### src/rtl/hec_pkg.sv
// Types, constants and helper functions of the Hamming encoder/corrector.
package hec_pkg;

  localparam int MAX_MSG_BITS = 57;
  localparam int MSG_W        = 57;
  localparam int WORD_W       = 63;
  localparam int SYN_W        = 6;
  localparam int PCNT_W       = 3;
  localparam int IN_DATA_W    = 120;
  localparam int OUT_DATA_W   = 80;

  typedef enum logic {
    OP_ENCODE = 1'b0,
    OP_CHECK  = 1'b1
  } op_t;

  // One result; code_word sits in the lowest bits, so the packed struct
  // matches the output tdata layout directly.
  typedef struct packed {
    logic [PCNT_W-1:0] parity_count;
    logic              bad_position;
    logic              error_found;
    logic [SYN_W-1:0]  syndrome;
    logic [WORD_W-1:0] code_word;
  } result_t;

  localparam int RES_W = $bits(result_t);

  // Out-of-range lengths: 0 acts as 1, anything above the maximum saturates.
  function automatic logic [5:0] clamp_len(input logic [5:0] m);
    logic [5:0] v;
    begin
      v = m;
      if (m == 6'd0) v = 6'd1;
      else if (m > 6'(MAX_MSG_BITS)) v = 6'(MAX_MSG_BITS);
      return v;
    end
  endfunction

  // Smallest r with 2^r >= m + r + 1, as length thresholds.
  function automatic logic [PCNT_W-1:0] parity_count_for(input logic [5:0] m);
    logic [PCNT_W-1:0] r;
    begin
      if (m < 6'd2)       r = 3'd2;
      else if (m < 6'd5)  r = 3'd3;
      else if (m < 6'd12) r = 3'd4;
      else if (m < 6'd27) r = 3'd5;
      else                r = 3'd6;
      return r;
    end
  endfunction

  // Scatter message bits over the non-power-of-two positions, lowest first.
  function automatic logic [WORD_W-1:0] place_msg(input logic [MSG_W-1:0] msg,
                                                  input logic [5:0] m);
    logic [WORD_W-1:0] w;
    int j;
    begin
      w = '0;
      j = 0;
      for (int pos = 1; pos <= WORD_W; pos++) begin
        if ((pos & (pos - 1)) != 0) begin
          if (j < int'(m)) w[pos-1] = msg[j];
          j++;
        end
      end
      return w;
    end
  endfunction

  // XOR of the positions of all set bits: one XOR tree per syndrome bit.
  function automatic logic [SYN_W-1:0] pos_xor(input logic [WORD_W-1:0] w);
    logic [SYN_W-1:0] s;
    begin
      s = '0;
      for (int p = 0; p < SYN_W; p++) begin
        for (int pos = 1; pos <= WORD_W; pos++) begin
          if (((pos >> p) & 1) != 0) s[p] = s[p] ^ w[pos-1];
        end
      end
      return s;
    end
  endfunction

endpackage

### src/rtl/hec_core.sv
// Combinational encode / syndrome-and-correct datapath for one word.
module hec_core (
  input  logic                            operation,
  input  logic [hec_pkg::MSG_W-1:0]       message,
  input  logic [hec_pkg::WORD_W-1:0]      received,
  input  logic [5:0]                      msg_bits,
  output hec_pkg::result_t                res
);
  import hec_pkg::*;

  logic [5:0]        m;
  logic [PCNT_W-1:0] r;
  logic [5:0]        n;
  logic [63:0]       mask_wide;
  logic [WORD_W-1:0] word_mask;
  logic [WORD_W-1:0] data_w;
  logic [SYN_W-1:0]  enc_par;
  logic [WORD_W-1:0] enc_w;
  logic [WORD_W-1:0] rcv_w;
  logic [SYN_W-1:0]  syn;
  logic              err;
  logic              bad;
  logic [WORD_W-1:0] cor_w;

  // Active length, parity count and codeword mask
  assign m         = clamp_len(msg_bits);
  assign r         = parity_count_for(m);
  assign n         = m + 6'(r);
  assign mask_wide = (64'd1 << n) - 64'd1;
  assign word_mask = mask_wide[WORD_W-1:0];

  // Encode: data bits, then parity bits at the power-of-two positions
  assign data_w  = place_msg(message, m);
  assign enc_par = pos_xor(data_w);

  always_comb begin
    enc_w = data_w;
    for (int p = 0; p < SYN_W; p++) begin
      if (p < int'(r)) enc_w[(1 << p) - 1] = enc_par[p];
    end
  end

  // Check: syndrome over the masked word, flip the named bit if in range
  assign rcv_w = received & word_mask;
  assign syn   = pos_xor(rcv_w);
  assign err   = (syn != '0);
  assign bad   = err && (syn > n);

  always_comb begin
    cor_w = rcv_w;
    if (err && !bad) cor_w = rcv_w ^ (WORD_W'(1) << (syn - 6'd1));
  end

  // Result select
  always_comb begin
    res.parity_count = r;
    case (op_t'(operation))
      OP_ENCODE: begin
        res.code_word    = enc_w & word_mask;
        res.syndrome     = '0;
        res.error_found  = 1'b0;
        res.bad_position = 1'b0;
      end
      OP_CHECK: begin
        res.code_word    = cor_w;
        res.syndrome     = syn;
        res.error_found  = err;
        res.bad_position = bad;
      end
      default: begin
        res.code_word    = '0;
        res.syndrome     = '0;
        res.error_found  = 1'b0;
        res.bad_position = 1'b0;
      end
    endcase
  end

endmodule

### src/rtl/hamming_encode_correct.sv
// Hamming single-error-correcting encoder and checker, stream interface.
// Each request either encodes a message of msg_bits bits (1..57, 0 acts as
// 1, larger values saturate) into an even-parity Hamming codeword, or checks
// a received codeword, reports its syndrome and flips the bit it names; a
// syndrome beyond the codeword length raises bad_position and leaves the
// word as received. Requests pass an input register, combinational parity
// XOR trees, and a result register: one request per cycle is accepted while
// the receiver keeps up. A result is presented on m_axis once it has moved
// from the input register into the result register. When the receiver holds
// off, the two registers fill and s_axis_tready drops until the waiting
// result is taken. msg_bits must only be written while no request is in
// flight.
module hamming_encode_correct (
  input  logic                               clk,
  input  logic                               rst,
  // configuration: msg_bits
  input  logic                               cfg_wr_en,
  input  logic [5:0]                         cfg_wr_data,
  // request stream
  input  logic                               s_axis_tvalid,
  output logic                               s_axis_tready,
  input  logic [hec_pkg::IN_DATA_W-1:0]      s_axis_tdata,  // message[56:0], received[119:57]
  input  logic                               s_axis_tuser,  // operation
  // result stream
  output logic                               m_axis_tvalid,
  input  logic                               m_axis_tready,
  // code_word[62:0], syndrome[68:63], error_found[69], bad_position[70],
  // parity_count[73:71], zero fill[79:74]
  output logic [hec_pkg::OUT_DATA_W-1:0]     m_axis_tdata
);
  import hec_pkg::*;

  logic [5:0]        msg_bits;
  logic              in_valid;
  logic              in_op;
  logic [MSG_W-1:0]  in_msg;
  logic [WORD_W-1:0] in_rcv;
  logic              out_valid;
  result_t           out_res;
  result_t           core_res;
  logic              advance;
  logic              s_take;

  // Length register
  always_ff @(posedge clk) begin
    if (rst) begin
      msg_bits <= 6'd4;
    end else if (cfg_wr_en) begin
      msg_bits <= cfg_wr_data;
    end
  end

  // Pipeline flow: result slot frees when empty or taken
  assign advance       = !out_valid || m_axis_tready;
  assign s_axis_tready = !in_valid || advance;
  assign s_take        = s_axis_tvalid && s_axis_tready;

  // Input register
  always_ff @(posedge clk) begin
    if (rst) begin
      in_valid <= 1'b0;
    end else if (s_axis_tready) begin
      in_valid <= s_axis_tvalid;
    end
  end

  always_ff @(posedge clk) begin
    if (s_take) begin
      in_op  <= s_axis_tuser;
      in_msg <= s_axis_tdata[MSG_W-1:0];
      in_rcv <= s_axis_tdata[MSG_W+WORD_W-1:MSG_W];
    end
  end

  hec_core u_core (
    .operation (in_op),
    .message   (in_msg),
    .received  (in_rcv),
    .msg_bits  (msg_bits),
    .res       (core_res)
  );

  // Result register
  always_ff @(posedge clk) begin
    if (rst) begin
      out_valid <= 1'b0;
    end else if (advance) begin
      out_valid <= in_valid;
    end
  end

  always_ff @(posedge clk) begin
    if (advance && in_valid) begin
      out_res <= core_res;
    end
  end

  assign m_axis_tvalid = out_valid;
  assign m_axis_tdata  = {(OUT_DATA_W - RES_W)'(0), out_res};

endmodule

### config.mk
export PLATFORM = sky130hd
export DESIGN_NAME = hamming_encode_correct
export DESIGN_NICKNAME = d
export VERILOG_FILES = /design/src/rtl/hec_pkg.sv /design/src/rtl/hec_core.sv /design/src/rtl/hamming_encode_correct.sv
export SDC_FILE = /design/constraint.sdc
export NUM_CORES = 1
export LEC_CHECK = 0
export BUFFER_PORTS_ARGS = -buffer_cell sky130_fd_sc_hd__buf_2
export CELL_PAD_IN_SITES_DETAIL_PLACEMENT = 0
export CELL_PAD_IN_SITES_GLOBAL_PLACEMENT = 2
export CORE_UTILIZATION = 28
export DETAILED_ROUTE_END_ITERATION = 6
export PLACE_DENSITY = 0.72
export SYNTH_ARGS = -nofsm -noshare
export SYNTH_HDL_FRONTEND = slang
export SYNTH_SLANG_ARGS = --single-unit
### constraint.sdc
create_clock -name clk -period 10.5 [get_ports clk]
set_input_delay 0 -clock clk [delete_from_list [all_inputs] [get_ports clk]]
set_output_delay 0 -clock clk [all_outputs]
set_load 0.02 [all_outputs]
* Yosys cells after proc, flatten, opt, wreduce, memory -nomap -nowiden
Cells that the tools add are included.
Word-level totals: bits in registers 203, input port bits 132, output and inout port bits 82, word-level logic and storage cells 537
Cells by class: $add $sub $neg 3, $lt $le $gt $ge 69, shift operators 2, multiplexer cells 71, bitwise gates (word level) 370, reductions and logical operators 11
Operators with widths (number):
- 1-bit bitwise XOR | 366
- 6-bit < comparator (first input constant) | 25
- 71-bit case mux with 2 select lines | 1
- 63-bit AND | 2
- 1-bit by 6-bit left shift with 63-bit output (first input constant) | 2
- 5-bit by 6-bit < comparator with 1-bit output (first input constant) | 16
- 1-bit two-way mux | 63
- 63-bit two-way mux | 1
- 63-bit by 1-bit subtractor with 63-bit output (second input constant) | 1
- 63-bit bitwise XOR | 1
- 4-bit by 6-bit < comparator with 1-bit output (first input constant) | 8
- 3-bit by 6-bit < comparator with 1-bit output (first input constant) | 4
- 1-bit by 6-bit < comparator with 1-bit output (first input constant) | 2
- 2-bit by 6-bit < comparator with 1-bit output (first input constant) | 2
- 6-bit two-way mux | 2
- 6-bit by 3-bit adder with 6-bit output | 1
- 6-bit greater-than comparator | 1
- 6-bit greater-than comparator (second input constant) | 1
- 6-bit zero test | 1
- 1-bit by 3-bit < comparator with 1-bit output (first input constant) | 2
- 2-bit by 3-bit < comparator with 1-bit output (first input constant) | 2
- 3-bit < comparator (first input constant) | 2
- 6-bit by 2-bit < comparator with 1-bit output (second input constant) | 1
- 6-bit by 3-bit < comparator with 1-bit output (second input constant) | 1
- other kinds (10) | 18

* Longest topological paths before layout
Gate-level depths: netlist (run 1).
depth after elaboration 49, depth in mapped cells 40, depth with buffers taken out 33

* By module
Synthesis (run 1) repeated with hierarchy kept, for this count alone.
Second synthesis, totals: cells, all modules 1528, area, all modules 14681.6 µm²
By module, submodules not included:
- hec_core | instances 1, cells each 1296, area each 8470.6 µm², sequential area each 0.0 µm²
- hamming_encode_correct | instances 1, cells each 232, area each 6211.0 µm², sequential area each 6015.8 µm²

* Worst setup path after synthesis (run 1)
Ideal clock, no wire load.
path type register -> register, start point register msg_bits[5], end point register out_res (netlist bit m_axis_tdata[22]), data pin, library setup time 0.270 ns, arrival 8.889 ns, data required time 10.230 ns, path slack 1.341 ns, stages on the path, launching flop included 41, path buffers 11, clock period less this slack 9.159 ns, cells stage by stage dfxtp_1 -> buf_2 -> buf_1 -> clkbuf_1 -> clkbuf_1 -> clkbuf_1 -> clkbuf_1 -> o21bai_1 -> o21bai_1 -> inv_1 -> fa_1 -> buf_2 -> nor2b_1 -> o21ai_1 -> a22o_1 -> nor2_1 -> clkbuf_1 -> or3_1 -> [5 not listed] -> o2111ai_1 -> mux2i_2 -> xnor3_1 -> xnor2_1 -> xnor2_1 -> xnor2_1 -> xor2_1 -> inv_2 -> ha_1 -> nor2_1 -> maj3_1 -> and3_1 -> nor4_4 -> nor2_1 -> or3_1 -> clkbuf_1 -> o311ai_1 -> o41ai_1
RTL lines:
- start, declared | RTL line hamming_encode_correct.sv:33 | logic [5:0] msg_bits;
- start signal, assigned | RTL line hamming_encode_correct.sv:49 | msg_bits <= cfg_wr_data;
- end signal, assigned | RTL line hamming_encode_correct.sv:94 | out_res <= core_res;
- end, declared | RTL line hamming_encode_correct.sv:39 | result_t out_res;

==> results of run 1 <==
[state kept, by name (all words and copies together) (netlist names)]
register and count:
m_axis_tdata 74, in_op 1, in_msg 57, in_valid 1, msg_bits 6, in_rcv 63, m_axis_tvalid 1
[cell families after synthesis]
family,Yosys count
buffers and inverters,114
AO/OA/AOI/OAI,379
XOR/XNOR,240
flip-flops,203
adder cells (fa/ha/maj),10
multiplexers,22
other,1
AND/OR/NAND/NOR,463
[through the flow]
step                      std cells  hold WS (ns)  setup WS [ns]  util [%]
final                          2505         0.143          0.642      37.3
after global routing           2504         0.126         0.0234      37.3
after CTS                      2504         0.102          0.577      37.3
after detailed placement       2315         0.178          0.626      32.8
after global placement         2315         0.177          0.768      32.8
after floorplan                1437        0.0989           1.34         -
[timing repair]
action	CTS	global route
endpoints found under the hold margin	129	0
hold buffers	144	0
resized for setup	0	1
setup endpoints to repair	0	31
[synthesized netlist by cell type, drive strengths merged, types with 35 or more instances]
library cell  count
xor2             67
a21oi            60
nand2           133
clkbuf           54
buf              35
nor3             54
nor2            125
xnor2           150
o21ai           110
nand3            43
edfxtp          195
[path summary, 6_finish.rpt]
check | from | endpoint
worst max-delay path | msg_bits[3] | m_axis_tdata[61]
worst min-delay path | s_axis_tdata[118] | in_rcv[61]
worst max register to register | msg_bits[3] | m_axis_tdata[61]
worst min register to register | in_rcv[1] | m_axis_tdata[1]
[cells in the final DEF (no fill, tap or decap), drive strengths merged, types with 19 or more instances in the layout]
cell type,n
o311ai,23
mux2i,20
o211ai,19
dlygate4sd3,144
xor2,67
buf,295
xnor3,22
nor3,54
xnor2,150
a21oi,60
nand2,133
clkbuf,27
inv,27
nor2,125
edfxtp,195
o21ai,110
nand3,43
[layer usage]
metal / track usage (%) / wire [um] / share of wire, %
met3: 3.51 / 5770 / 8.0
met5: 0 / 0 / 0
met2: 43.8 / 32700 / 45
met4: 13.7 / 3920 / 5.4
met1: 37.6 / 30000 / 41
[layout make-up]
| class | instances | share of cell area (%) |
|---|---|---|
| antenna | 1 | 0.0134 |
| clock buffer | 27 | 3.39 |
| clock inverter | 18 | 0.939 |
| inverter | 25 | 0.503 |
| multi-input combinational | 1120 | 41.4 |
| sequential | 203 | 32.2 |
| tap | 672 | 4.51 |
| timing repair buffer | 439 | 17.0 |
==> flow_summary.json, run 1 <==
{
  "fmax_achieved_mhz": 101,
  "pre_antenna_drt_iters": 6,
  "groute.usage.overall_pct": 27.8,
  "critPathSlowestCell": "sky130_fd_sc_hd__or3_1",
  "rsz0062_at_grt": "false",
  "setup_total_negative_slack_ns": 0,
  "drt_iter0_markers": 1510,
  "multiInputGateArea_sq_um": 7720,
  "cts.repair_timing.setup_buffer_count": 0,
  "fin_worst_skew_ns": 0.0195,
  "clock_insertion_delay_worst_skew_ns": 0.57,
  "worst_hold_path_type": "in2reg",
  "h-tree-depth": 1,
  "yosys.area_share.adder_pct": 0.908,
  "synth_simple_gate_area_share_pct": 15.6,
  "tightest_slew_ns": 1.48,
  "synthTopCellsByArea": "sky130_fd_sc_hd__edfxtp_1 (41%), sky130_fd_sc_hd__xnor2_1 (9.1%), sky130_fd_sc_hd__xor2_1 (4.1%)",
  "synth_top_family_by_area": "compound AO/OA/AOI/OAI gates",
  "detail_route.vias_per_cell": 5.47,
  "total_number_of_vias": 13700,
  "synthFlopType": "sky130_fd_sc_hd__edfxtp_1",
  "detail_route.wl_per_cell_um": 28.9,
  "grt_start_max_net_pins": 69,
  "status": "finished, violations left",
  "total_detailed_routing_wirelength_um": 72400,
  "final_layout_size_suffix_gt1_share_pct": 21.1,
  "synth-compound-area-share_pct": 18.8,
  "timing.slew.headroom_pct": -1.05,
  "globalRoute.totalOverflow": 0,
  "syn-instance-count": 1432,
  "pin_count": 214,
  "grt_pass1_wl_um": 99900,
  "die_width_um": 227,
  "critical_path_class": "reg2reg",
  "tritoncts_clock_tree": "done",
  "layout.filler_cells": 5140,
  "synth-warning-count": 0,
  "critical_path_buf_inv_count": 4,
  "cap_violations": 1,
  "synth_enable_flop_cells": 195,
  "finish.instance_area_sq_um": 18700,
  "grt_antenna_before_repair": 3,
  "gpl.final_weighted_congestion": 1.03,
  "fin_nets": 1954,
  "drc": 0,
  "timing.final.max_slew_violations": 1,
  "timing.critical_path.from_type": "flip-flop",
  "seqCellArea_sq_um": 6020,
  "timing.reg2reg.setup_slack_ns": 0.64,
  "detailed_place_hpwl_um": 56400,
  "r2r_cells": 32,
  "post-route-min-period_ns": 9.86,
  "design.die.area_sq_um": 51600,
  "die_y_um": 227,
  "synthMuxAreaShare_pct": 1.68,
  "final-setup-viol-count": 0,
  "buffer_ports.inserted": 207,
  "syn_area_per_cell_sq_um": 9.91,
  "worst_path_largest_cell_delay_ns": 0.52,
  "data_arrival_at_the_endpoint_of_the_critical_path_ns": 10.05,
  "clock-root-buffer": "sky130_fd_sc_hd__clkbuf_16",
  "critical_path.max_fanout": 23,
  "ys_ff_latch": 203,
  "violations": "max-capacitance violations, max-slew violations",
  "cp.depth": 32,
  "final.period_utilization_pct": 93.9,
  "synthXorXnorAreaFrac_pct": 17.2,
  "ant_nets": 0,
  "synth_seq_area_share_pct": 42.4,
  "timing.final.hold_violations": 0,
  "placed_cell_area_sq_um": 16400,
  "std_cell_rows": 82,
  "core_region_area_sq_um": 50100,
  "worst_hold_path.num_cells": 2,
  "combined_area_of_all_synthesized_cells_sq_um": 14200,
  "tritoncts_buffers": 25,
  "grt_pass1_vias": 13200,
  "cts_max_path_buffers": 3,
  "distinct_cell_type_count_after_synthesis": 99,
  "yosys.area.top_type_share_pct": 41.3,
  "worst_path_dominant_cell_family": "compound AO/OA/AOI/OAI gates",
  "clkSlewWorstSetupHoldPaths_ns": 0.06,
  "timing.critical_path.to_type": "flip-flop",
  "start_util_pct": 28.3,
  "synth_top_area_cell": "sky130_fd_sc_hd__edfxtp_1",
  "synthToLayoutAreaGrowth_pct": 31.5,
  "asyncSetResetFlopFracSynth_pct": 0,
  "timing.critical_path.required_ns": 10.70,
  "clock_tree_sinks": 203
}
Power of run 1 is not shown: default switching activity piles up to over one toggle a cycle in this logic, so the estimate is an artifact.
==> run 2: changes to the inputs <==
- clock period: 10.5 -> 12 ns (I/O delays scaled with it)
==> flow_summary.json, run 2 (synthesized netlist as in run 1, its figures left out) <==
{
  "worst_path_dominant_cell_family": "compound AO/OA/AOI/OAI gates",
  "timing.slew.headroom_pct": 6.08,
  "largest_register_ffs": 74,
  "timing.final.max_slew_violations": 0,
  "gpl.final_weighted_congestion": 1.04,
  "most_common_cell_after_layout_fill_and_taps_aside": "sky130_fd_sc_hd__buf_2",
  "timing.reg2reg.setup_slack_ns": 0.89,
  "groute.usage.overall_pct": 27.6,
  "pre_antenna_drt_iters": 5,
  "detail_route.wl_per_cell_um": 29.4,
  "status": "completed",
  "setup_total_negative_slack_ns": 0,
  "std_cell_rows": 82,
  "worst_path_largest_cell_delay_ns": 0.81,
  "critical_path_class": "reg2reg",
  "timing.critical_path.from_type": "flip-flop",
  "worst_hold_startpoint": "s_axis_tdata[76]",
  "layout.cells.most_common_list": "sky130_fd_sc_hd__buf_2 (208), sky130_fd_sc_hd__edfxtp_1 (195), sky130_fd_sc_hd__xnor2_1 (148), sky130_fd_sc_hd__dlygate4sd3_1 (144), sky130_fd_sc_hd__nand2_1 (133)",
  "fin_worst_skew_ns": 0.0321,
  "drt_iter0_markers": 1741,
  "tightest_slew_ns": 1.39,
  "grt_start_max_net_pins": 65,
  "fmax_achieved_mhz": 90.0,
  "synthToLayoutAreaGrowth_pct": 28.0,
  "design.die.area_sq_um": 51600,
  "total_detailed_routing_wirelength_um": 72000,
  "worst_hold_path_type": "in2reg",
  "critical_path_buf_inv_count": 2,
  "rsz0062_at_grt": "false",
  "worstSetupEndpoint": "m_axis_tdata[50]",
  "layout.filler_cells": 5164,
  "drc": 0,
  "cp.depth": 30,
  "regToRegStartpoint": "msg_bits[4]",
  "die_y_um": 227,
  "r2r-end": "m_axis_tdata[50]",
  "cts_max_path_buffers": 3,
  "r2r_cells": 30,
  "start_util_pct": 28.3,
  "grt_antenna_before_repair": 0,
  "detail_route.vias_per_cell": 5.54,
  "globalRoute.totalOverflow": 0,
  "clock_tree_sinks": 203,
  "clkSlewWorstSetupHoldPaths_ns": 0.07,
  "post-route-min-period_ns": 11.11,
  "timing.critical_path.mode_cell": "sky130_fd_sc_hd__nand2_1",
  "total_number_of_vias": 13600,
  "pin_count": 214,
  "final-setup-viol-count": 0,
  "timing.critical_path.to_type": "flip-flop",
  "detailed_place_hpwl_um": 55900,
  "worstSetupStartpoint": "msg_bits[4]",
  "grt_pass1_vias": 13000,
  "ant_nets": 0,
  "timing.final.hold_violations": 0,
  "multiInputGateArea_sq_um": 7720,
  "h-tree-depth": 1,
  "critical_path.max_fanout": 22,
  "final.period_utilization_pct": 92.6,
  "cts.repair_timing.setup_buffer_count": 0,
  "grt_pass1_wl_um": 99000,
  "critPathSlowestCell": "sky130_fd_sc_hd__dfxtp_1",
  "clock-root-buffer": "sky130_fd_sc_hd__clkbuf_16",
  "tritoncts_clock_tree": "done",
  "core_region_area_sq_um": 50100,
  "die_width_um": 227,
  "data_arrival_at_the_endpoint_of_the_critical_path_ns": 11.40,
  "seqCellArea_sq_um": 6020,
  "fin_nets": 1900,
  "num_antenna_cells": 0,
  "final_layout_size_suffix_gt1_share_pct": 18.7,
  "clock_insertion_delay_worst_skew_ns": 0.57,
  "buffer_ports.inserted": 207,
  "tritoncts_buffers": 24,
  "final_core_utilization_pct": 36.3,
  "cap_violations": 0,
  "timing.critical_path.required_ns": 12.29
}
==> run 2: cell count changes in the layout (fill, tap and decap cells not counted), moves of 2 or more <==
cell,previous run,this run
sky130_fd_sc_hd__buf_12,3,0
sky130_fd_sc_hd__buf_4,85,34
sky130_fd_sc_hd__clkbuf_1,2,4
sky130_fd_sc_hd__clkinv_1,7,4
sky130_fd_sc_hd__clkinv_2,2,4
sky130_fd_sc_hd__clkinv_4,2,4
sky130_fd_sc_hd__inv_6,3,1
==> run 2: routing by layer <==
layer	part of all wire [%]	wire length [um]	global-route usage (%)	up-vias
met5	0	0	0	-
met4	6.0	4320	15.0	0
met3	8.1	5810	4.67	160
met2	45	32000	43.0	826
met1	41	29800	36.4	6604
li1	-	-	-	5989
==> run 2: area by class of cell <==
type / instances / area share [%]
clock buffers: 28 / 3.39
clock inverters: 16 / 0.771
inverters: 25 / 0.516
multi-input cells: 1120 / 42.5
flip-flops and latches: 203 / 33.1
well taps: 672 / 4.63
repair buffers: 386 / 15.1
==> run 2: metrics by stage <==
step           area [sq um]  hold slack (ns)  std cells  worst slack, ns
6_report              18200            0.142       2450            0.888
4_1_cts               18200            0.111       2450             1.04
2_1_floorplan         14200           0.0989       1437             2.84
5_1_grt               18200            0.136       2450            0.145
3_3_place_gp          16000            0.178       2261             1.23
3_5_place_dp          16000            0.178       2262             1.06
==> run 2: worst min-delay path by stage <==
stage	cells after the start	endpoint
floorplan	0	in_msg[0]
global placement	1	in_rcv[17]
detailed placement	1	in_msg[6]
CTS	2	in_rcv[0]
global route	2	in_msg[6]
finish	2	in_rcv[19]
==> run 2: repair_timing <==
item | in CTS | in global routing
hold endpoints to repair | 129 | 0
gates resized for setup | 0 | 0
hold buffers | 144 | 0
setup endpoints to repair | 0 | 0
==> run 2: worst register-to-register path, delay by kind of cell (launching register included) <==
family          cells  cell delay [ns]
compound gates      8             3.06
simple gates       10             2.58
xor+xnor            6             2.16
fa+ha+maj           4             1.68
flops               1             0.81
buf+inv             2             0.54
Power of run 2 is left out for the same reason.
==> run 3: changes to the inputs <==
- CELL_PAD_IN_SITES_DETAIL_PLACEMENT: 0 -> default
- CELL_PAD_IN_SITES_GLOBAL_PLACEMENT: 2 -> default
- PLACE_DENSITY: 0.72 -> 0.52
==> flow_summary.json, run 3 (synthesized netlist as in run 1, its figures left out) <==
{
  "grt_pass1_wl_um": 95500,
  "die_y_um": 227,
  "detailed_place_hpwl_um": 53600,
  "worst_hold_startpoint": "s_axis_tdata[116]",
  "std_cell_rows": 82,
  "worst_hold_path.num_cells": 2,
  "buffer_ports.inserted": 207,
  "critical_path_class": "reg2reg",
  "pin_count": 214,
  "total_number_of_vias": 13800,
  "clock_tree_sinks": 203,
  "timing.critical_path.from_type": "flip-flop",
  "place.detailed.instances": 2268,
  "worst_hold_path_type": "in2reg",
  "r2r-end": "m_axis_tdata[41]",
  "most_common_cell_after_layout_fill_and_taps_aside": "sky130_fd_sc_hd__buf_2",
  "largest_register_ffs": 74,
  "timing.critical_path.to_type": "flip-flop",
  "post_cts_resized": 0,
  "fin_worst_skew_ns": 0.0203,
  "clock-root-buffer": "sky130_fd_sc_hd__clkbuf_16",
  "timing.reg2reg.setup_slack_ns": 0.78,
  "drt_iter0_markers": 1883,
  "rsz0062_at_grt": "false",
  "worst_path_dominant_cell_family": "compound AO/OA/AOI/OAI gates",
  "seqCellArea_sq_um": 6020,
  "timing.final.hold_violations": 0,
  "total_detailed_routing_wirelength_um": 69700,
  "regToRegStartpoint": "msg_bits[3]",
  "drc": 0,
  "detail_route.vias_per_cell": 5.60,
  "final-setup-viol-count": 0,
  "timing.final.max_slew_violations": 0,
  "core_region_area_sq_um": 50100,
  "gpl.final_weighted_congestion": 0.992,
  "design.die.area_sq_um": 51600,
  "critical_path_buf_inv_count": 1,
  "timing.critical_path.required_ns": 12.27,
  "setup_total_negative_slack_ns": 0,
  "post-route-min-period_ns": 11.22,
  "tritoncts_buffers": 26,
  "fmax_achieved_mhz": 89.2,
  "cap_violations": 0,
  "detail_route.wl_per_cell_um": 28.3,
  "pre_antenna_drt_iters": 6,
  "tightest_slew_ns": 1.22,
  "layout.cells.non_filler": 2461,
  "grt_antenna_before_repair": 1,
  "groute.usage.overall_pct": 26.4,
  "layout.filler_cells": 5060,
  "tritoncts_clock_tree": "done",
  "final_layout_size_suffix_gt1_share_pct": 19.2,
  "grt_start_max_net_pins": 79,
  "critical_path.max_fanout": 27,
  "start_util_pct": 28.3,
  "worstHoldEndpoint": "in_rcv[59]",
  "layout.cells.most_common_list": "sky130_fd_sc_hd__buf_2 (207), sky130_fd_sc_hd__edfxtp_1 (195), sky130_fd_sc_hd__xnor2_1 (147), sky130_fd_sc_hd__dlygate4sd3_1 (144), sky130_fd_sc_hd__nand2_1 (133)",
  "data_arrival_at_the_endpoint_of_the_critical_path_ns": 11.48,
  "ant_nets": 0,
  "clkSlewWorstSetupHoldPaths_ns": 0.06,
  "fin_nets": 1908,
  "die_width_um": 227,
  "r2r_cells": 27,
  "multiInputGateArea_sq_um": 7740,
  "status": "completed",
  "final.setup.worst_slack_ns": 0.784,
  "globalRoute.totalOverflow": 0,
  "worst_path_largest_cell_delay_ns": 0.86,
  "clock_insertion_delay_worst_skew_ns": 0.58,
  "critPathSlowestCell": "sky130_fd_sc_hd__nor4_1",
  "grt_pass1_vias": 12700,
  "dpl_worst_slack_ns": 1.29,
  "cts_max_path_buffers": 3,
  "timing.slew.headroom_pct": 18.4,
  "synthToLayoutAreaGrowth_pct": 29.6,
  "h-tree-depth": 1,
  "final.period_utilization_pct": 93.5
}
run 3: repair_timing:
| action | CTS | global route |
|---|---|---|
| hold endpoints to repair | 129 | 0 |
| buffers inserted | 0 | 0 |
| hold buffers | 144 | 0 |
run 3: layout make-up:
cell class              count  area share [%]
diodes                      2          0.0272
clock buffers              28            3.69
clock inverters            19            1.30
inverters                  25           0.510
multi-input cells        1120            42.1
flip-flops and latches    203            32.7
well taps                 672            4.57
repair buffers            392            15.1
run 3: routing by layer:
| metal | vias up | part of all wire, % | global-route usage [%] |
|---|---|---|---|
| met3 | 143 | 8.5 | 3.88 |
| met5 | - | 0.019 | 0 |
| met2 | 813 | 43 | 40.1 |
| met1 | 6808 | 44 | 37.6 |
| met4 | 2 | 4.1 | 10.3 |
| li1 | 6007 | - | - |
run 3: how the worst max path moves through the flow:
stage,start,endpoint,slack [ns],cells past startpoint
6_report,msg_bits[3],m_axis_tdata[41],0.78,27
5_1_grt,msg_bits[3],m_axis_tdata[22],0.56,32
4_1_cts,msg_bits[3],m_axis_tdata[41],1.27,27
3_5_place_dp,msg_bits[3],m_axis_tdata[41],1.29,27
3_3_place_gp,msg_bits[3],m_axis_tdata[41],1.32,27
2_1_floorplan,msg_bits[5],m_axis_tdata[22],2.84,40
run 3: metrics by stage:
stage / utilization [%] / hold WS, ns / cell area (sq um)
6_report: 36.8 / 0.141 / 18400
5_1_grt: 36.7 / 0.133 / 18400
4_1_cts: 36.7 / 0.111 / 18400
3_5_place_dp: 32.0 / 0.178 / 16000
3_3_place_gp: 32.0 / 0.177 / 16000
2_1_floorplan: - / 0.0989 / 14200
Power of run 3 is left out for the same reason.
